### config.mk
export PLATFORM = sky130hd
export DESIGN_NAME = cbt_weights
export DESIGN_NICKNAME = d
export VERILOG_FILES = /design/src/hw/rtl/cubic_bspline_curve_tessellator_defines.svh /design/src/hw/rtl/cbt_pkg.sv /design/src/hw/rtl/cbt_weights.sv
export SDC_FILE = /design/constraint.sdc
export NUM_CORES = 2
export LEC_CHECK = 0
export ABC_AREA = 1
export BUFFER_PORTS_ARGS = -buffer_cell sky130_fd_sc_hd__buf_2
export CAP_MARGIN = 20
export CORE_MARGIN = 5
export CORE_UTILIZATION = 47
export DETAILED_ROUTE_END_ITERATION = 6
export MAX_ROUTING_LAYER = met4
export PLACE_DENSITY = 0.63
export SYNTH_ARGS = -nofsm -noshare
export SYNTH_HDL_FRONTEND = slang
export SYNTH_SLANG_ARGS = --single-unit
### constraint.sdc
create_clock -name clock -period 7 [get_ports clock]
set_input_delay 0.7 -clock clock [delete_from_list [all_inputs] [get_ports clock]]
set_output_delay 0.7 -clock clock [all_outputs]
set_load 0.02 [all_outputs]
### src/hw/rtl/cubic_bspline_curve_tessellator_defines.svh
// ----------------------------------------------------------------------------
// Tessellator assertion macros
// Shared concurrent assertion forms, clocked on clock and held off in reset.
// ----------------------------------------------------------------------------
`ifndef CUBIC_BSPLINE_CURVE_TESSELLATOR_DEFINES_SVH
`define CUBIC_BSPLINE_CURVE_TESSELLATOR_DEFINES_SVH

// same-cycle implication
`define CBT_ASSERT_IMPL(lbl, ante, cons, msg) \
   lbl: assert property (@(posedge clock) disable iff (reset) (ante) |-> (cons)) \
      else $error(msg);

// next-cycle implication
`define CBT_ASSERT_NEXT(lbl, ante, cons, msg) \
   lbl: assert property (@(posedge clock) disable iff (reset) (ante) |=> (cons)) \
      else $error(msg);

`endif

### src/hw/rtl/cbt_pkg.sv
// ----------------------------------------------------------------------------
// Tessellator package
// Item types, lane control bundle and fixed constants.
// ----------------------------------------------------------------------------
package cbt_pkg;

   localparam int CoordWidth = 32;
   localparam int CfgWidth   = 7;
   localparam int NumTerms   = 4;
   localparam int NumAxes    = 3;
   localparam logic [CfgWidth-1:0] SegReset = 7'd8;

   typedef logic signed [CoordWidth-1:0] coord_type;

   typedef struct packed {
      coord_type point_x;
      coord_type point_y;
      coord_type point_z;
      logic      curve_start;
   } req_item_type;

   typedef struct packed {
      coord_type curve_x;
      coord_type curve_y;
      coord_type curve_z;
      logic      last_of_run;
   } rsp_item_type;

   typedef struct packed {
      logic       load;
      logic       mac_first;
      logic       mac_en;
      logic [1:0] mac_sel;
      logic       div_load;
      logic       div_step;
   } lane_ctl_type;

endpackage

### src/hw/rtl/cbt_weights.sv
// ----------------------------------------------------------------------------
// Basis weight unit
// Three-stage pipe that forms the four span weights and the divisor for one
// curve point; i and m must hold steady for three cycles.
// ----------------------------------------------------------------------------
module cbt_weights #(
   parameter int MW = 7,
   parameter int WW = 24
) (
   input  logic                             clock,
   input  logic [MW-1:0]                    m_in,
   input  logic [MW-1:0]                    i_in,
   input  logic                             start_mode,
   output logic [cbt_pkg::NumTerms-1:0][WW-1:0] w_out,
   output logic [WW-1:0]                    d_out
);
   import cbt_pkg::*;

   localparam int SW = 3*MW + 6;

   logic [MW-1:0]   u;
   logic [2*MW-1:0] i2_ff, u2_ff, m2_ff;
   logic [3*MW-1:0] i3_ff, u3_ff, mi2_ff, mu2_ff, m3_ff;
   logic signed [SW-1:0] si3, su3, smi2, smu2, sm3, w1_s, w2_s;
   logic [NumTerms-1:0][WW-1:0] w_ff, w_in;
   logic [WW-1:0] d_ff, d_in;

   assign u = m_in - i_in;

   // squares and cubes
   always_ff @(posedge clock) begin
      i2_ff  <= i_in * i_in;
      u2_ff  <= u * u;
      m2_ff  <= m_in * m_in;
      i3_ff  <= (3*MW)'(i2_ff * i_in);
      u3_ff  <= (3*MW)'(u2_ff * u);
      mi2_ff <= (3*MW)'(i2_ff * m_in);
      mu2_ff <= (3*MW)'(u2_ff * m_in);
      m3_ff  <= (3*MW)'(m2_ff * m_in);
      w_ff   <= w_in;
      d_ff   <= d_in;
   end

   // 3*(n^3 - 2*m*n^2) + 4*m^3
   always_comb begin
      si3  = signed'(SW'(i3_ff));
      su3  = signed'(SW'(u3_ff));
      smi2 = signed'(SW'(mi2_ff));
      smu2 = signed'(SW'(mu2_ff));
      sm3  = signed'(SW'(m3_ff));
      w1_s = (si3 <<< 1) + si3 - ((smi2 <<< 2) + (smi2 <<< 1)) + (sm3 <<< 2);
      w2_s = (su3 <<< 1) + su3 - ((smu2 <<< 2) + (smu2 <<< 1)) + (sm3 <<< 2);
      if (start_mode) begin
         w_in[0] = WW'(1);
         w_in[1] = WW'(4);
         w_in[2] = WW'(1);
         w_in[3] = '0;
         d_in    = WW'(6);
      end else begin
         w_in[0] = WW'(u3_ff);
         w_in[1] = w1_s[WW-1:0];
         w_in[2] = w2_s[WW-1:0];
         w_in[3] = WW'(i3_ff);
         d_in    = WW'({m3_ff, 2'b00}) + WW'({m3_ff, 1'b0});
      end
   end

   assign w_out = w_ff;
   assign d_out = d_ff;

endmodule

==> impl_metrics.toml <==
[logic_synthesis]
syn-cell-area_um2 = 31200
synth_top_area_cell = "fa_1"
synth_cell_types = 49
syn_inst = 3999
ys_seq_area_frac = 0.164
yosysTopAreaCellShare = 0.284
synth-seq-cells = 255
synth_edf_count = 0
async_reset_ff_frac = 0
synthFlopType = "dfxtp_1"
yosysWarnings = 0
synth.avg_cell_area_um2 = 7.80
synth_area_leaders = "fa_1, dfxtp_1, ha_1, nand2_1, inv_1"

[clock_network]
cts_tree = "built"
cts_made_buffers = 29
htreeDepth = 1
cts_resized = 0
clk_path_buf_depth = 3
cts.sinks = 255
root_buffer = "clkbuf_16"
clk_latency_ns = 0.57
postCtsSetupRepairBufs = 0
cts_hold_buf = 0
path_clk_slew_ns = 0.06

[min_path]
hold_class = "flip-flop to flip-flop"
hold_depth = 2

[critical_path]
crit_top_cell = "nand2_1"
cp_top_family = "adder cells"
startpoint_type = "input pin"
end_kind = "flip-flop"
worstRegToRegCells = 17
cp.arrival_ns = 6.00
crit_cells = 26
cp.required_ns = 7.46
cp_max_fo = 11
critPathBufInv = 7
slowest_delay_ns = 0.55
cpMaxStageDelayCell = "fa_1"
path_class = "input pin to flip-flop"

[timing]
rsz0062_at_grt = "no"
tightest_slew_ns = 0.781
report.final.hold_viol_count = 0
fin_crit_ns = 5.54
finalSetupViolations = 0
clock.fmax_ghz = 0.180
fin_skew_ns = 0.0173
tns_ns = 0
slew_viol_final = 0
max_slew_margin = 0.479
finalCritPeriodShare = 0.792
fin_ws_ns = 1.46

[place]
dp_hpwl_um = 61900
postPlaceCellArea_um2 = 32600
gp_congestion = 0.902
portBuffers = 128
pre_cts_slack_ns = 0.932

[die]
rows = 94
dieArea_um2 = 71600
core_um2 = 65700
start_util = 0.474
die_x_um = 268
ioPinCount = 136
die-height_um = 268

[global_route]
grt_pass1_wl_um = 126000
grt-ovfl-total = 0
track_usage = 0.218
grt_pass1_vias = 24800
grt_max_degree = 60
antenna_found_initial = 4

[detailed_routing]
ant_nets = 0
routed_wl_um = 75400
drc = 0
first_iter_violations = 1440
dr_total_vias = 24700
firstDrtPassIters = 5
wire_per_inst_um = 15.2
avgViaCountPerCell = 4.97

[finish]
nets = 4887
drive_gt1_frac = 0.0606
area_delta_synth_final_pct = 7.93
fin_area_um2 = 33700
final_core_util = 0.512

[flow_run]
cap_viol_max_count = 0

[status]
outcome = "completed"
==> Yosys cell counts, types with 15 or more instances <==
library cell and n:
inv_1 825, nand3_1 118, xnor2_1 31, nor2_1 304, a21oi_1 206, dfxtp_1 255
fa_1 442, ha_1 343, nor3_1 50, a31oi_1 15, nand2_1 973, clkbuf_1 69
o21ai_0 87, xor2_1 80, o21bai_1 21, buf_1 22, a21o_1 25
==> registers in the layout, indices dropped and copies added, names as in the netlist, 21 cells and up <==
name	cells
i3_ff	21
u3_ff	21
m3_ff	21
w_out	88
mi2_ff	21
mu2_ff	21
d_out	23
==> layout by cell type, fill, tap and decap left out, types with 6 or more instances in the layout <==
cell / netlist / routed
conb_1: 2 / 25
buf_4: 10 / 14
clkbuf_1: 69 / 6
o21ai_1: 11 / 11
o21ai_0: 87 / 87
nor3_1: 50 / 50
buf_2: 6 / 128
nand3b_1: 7 / 7
o21a_1: 9 / 9
nand4_1: 12 / 12
xnor2_1: 31 / 31
ha_1: 343 / 343
o21bai_1: 21 / 21
clkbuf_16: 0 / 29
inv_2: 6 / 6
a21oi_1: 206 / 206
a21o_1: 25 / 25
nand3_1: 118 / 118
inv_1: 825 / 825
nand2_2: 12 / 12
dfxtp_1: 255 / 255
nor2_1: 304 / 304
fa_1: 442 / 442
xor2_1: 80 / 80
a21boi_2: 6 / 6
nand2_1: 973 / 973
a31oi_1: 15 / 15
o21ai_2: 9 / 9
bufinv_16: 0 / 6
==> area by class of cell <==
cell class	instances	area, µm²
Fill cell	6428	32100
Sequential cell	255	5100
Antenna cell	1	2.50
Timing Repair Buffer	142	746
Tap cell	864	1080
Clock buffer	36	762
Inverter	832	3120
Multi-Input combinational cell	2826	22600
Clock inverter	18	264
==> cells by family (layout without fill, tap and decap cells) <==
logic type               after synthesis  count (layout)  synth area share
adder cells (fa/ha/maj)              785             785             0.421
AND/OR/NAND/NOR                     1503            1503             0.195
XOR/XNOR                             111             111            0.0312
other                                  2              26          0.000241
flip-flops                           255             255             0.164
AO/OA/AOI/OAI                        402             402            0.0738
buffers and inverters                941            1028             0.115
==> metal layers <==
metal,GRT usage,vias up,wire length (µm)
met4,0.0439,0,1600
met2,0.349,525,34300
met5,-,-,0
li1,-,12300,-
met3,0.0236,79,3880
met1,0.305,11800,35600
==> per-stage QoR <==
step,cells,hold slack [ns]
floorplan,4022,0.395
global placement,4919,0.437
detailed placement,4919,0.443
CTS,4973,0.452
global route,4974,0.486
finish,4974,0.451
==> final timing paths <==
check                   start              endpoint  slack (ns)
max                   i_in[2]     u3_ff[17]$_DFF_P_        1.46
min          i3_ff[0]$_DFF_P_  w_out[24]$_SDFF_PP0_        0.45
max reg2reg  u2_ff[7]$_DFF_P_     u3_ff[20]$_DFF_P_        2.47
min reg2reg  i3_ff[0]$_DFF_P_  w_out[24]$_SDFF_PP0_        0.45
==> worst register-to-register path, cell delays in order, from the launching register on <==
cell and delay, ns:
dfxtp_1 0.71, inv_1 0.26, nor2_1 0.21, fa_1 0.47, fa_1 0.51, fa_1 0.49
inv_1 0.05, fa_1 0.48, inv_1 0.04, ha_1 0.34, a21oi_1 0.26, o21bai_1 0.12
a21oi_1 0.12, nand2_1 0.10, nand2_1 0.10, nand2_1 0.06, nand2_1 0.06, nand2_1 0.06
Power is not shown: default switching activity piles up to over one toggle a cycle in this logic, so the estimate is an artifact.
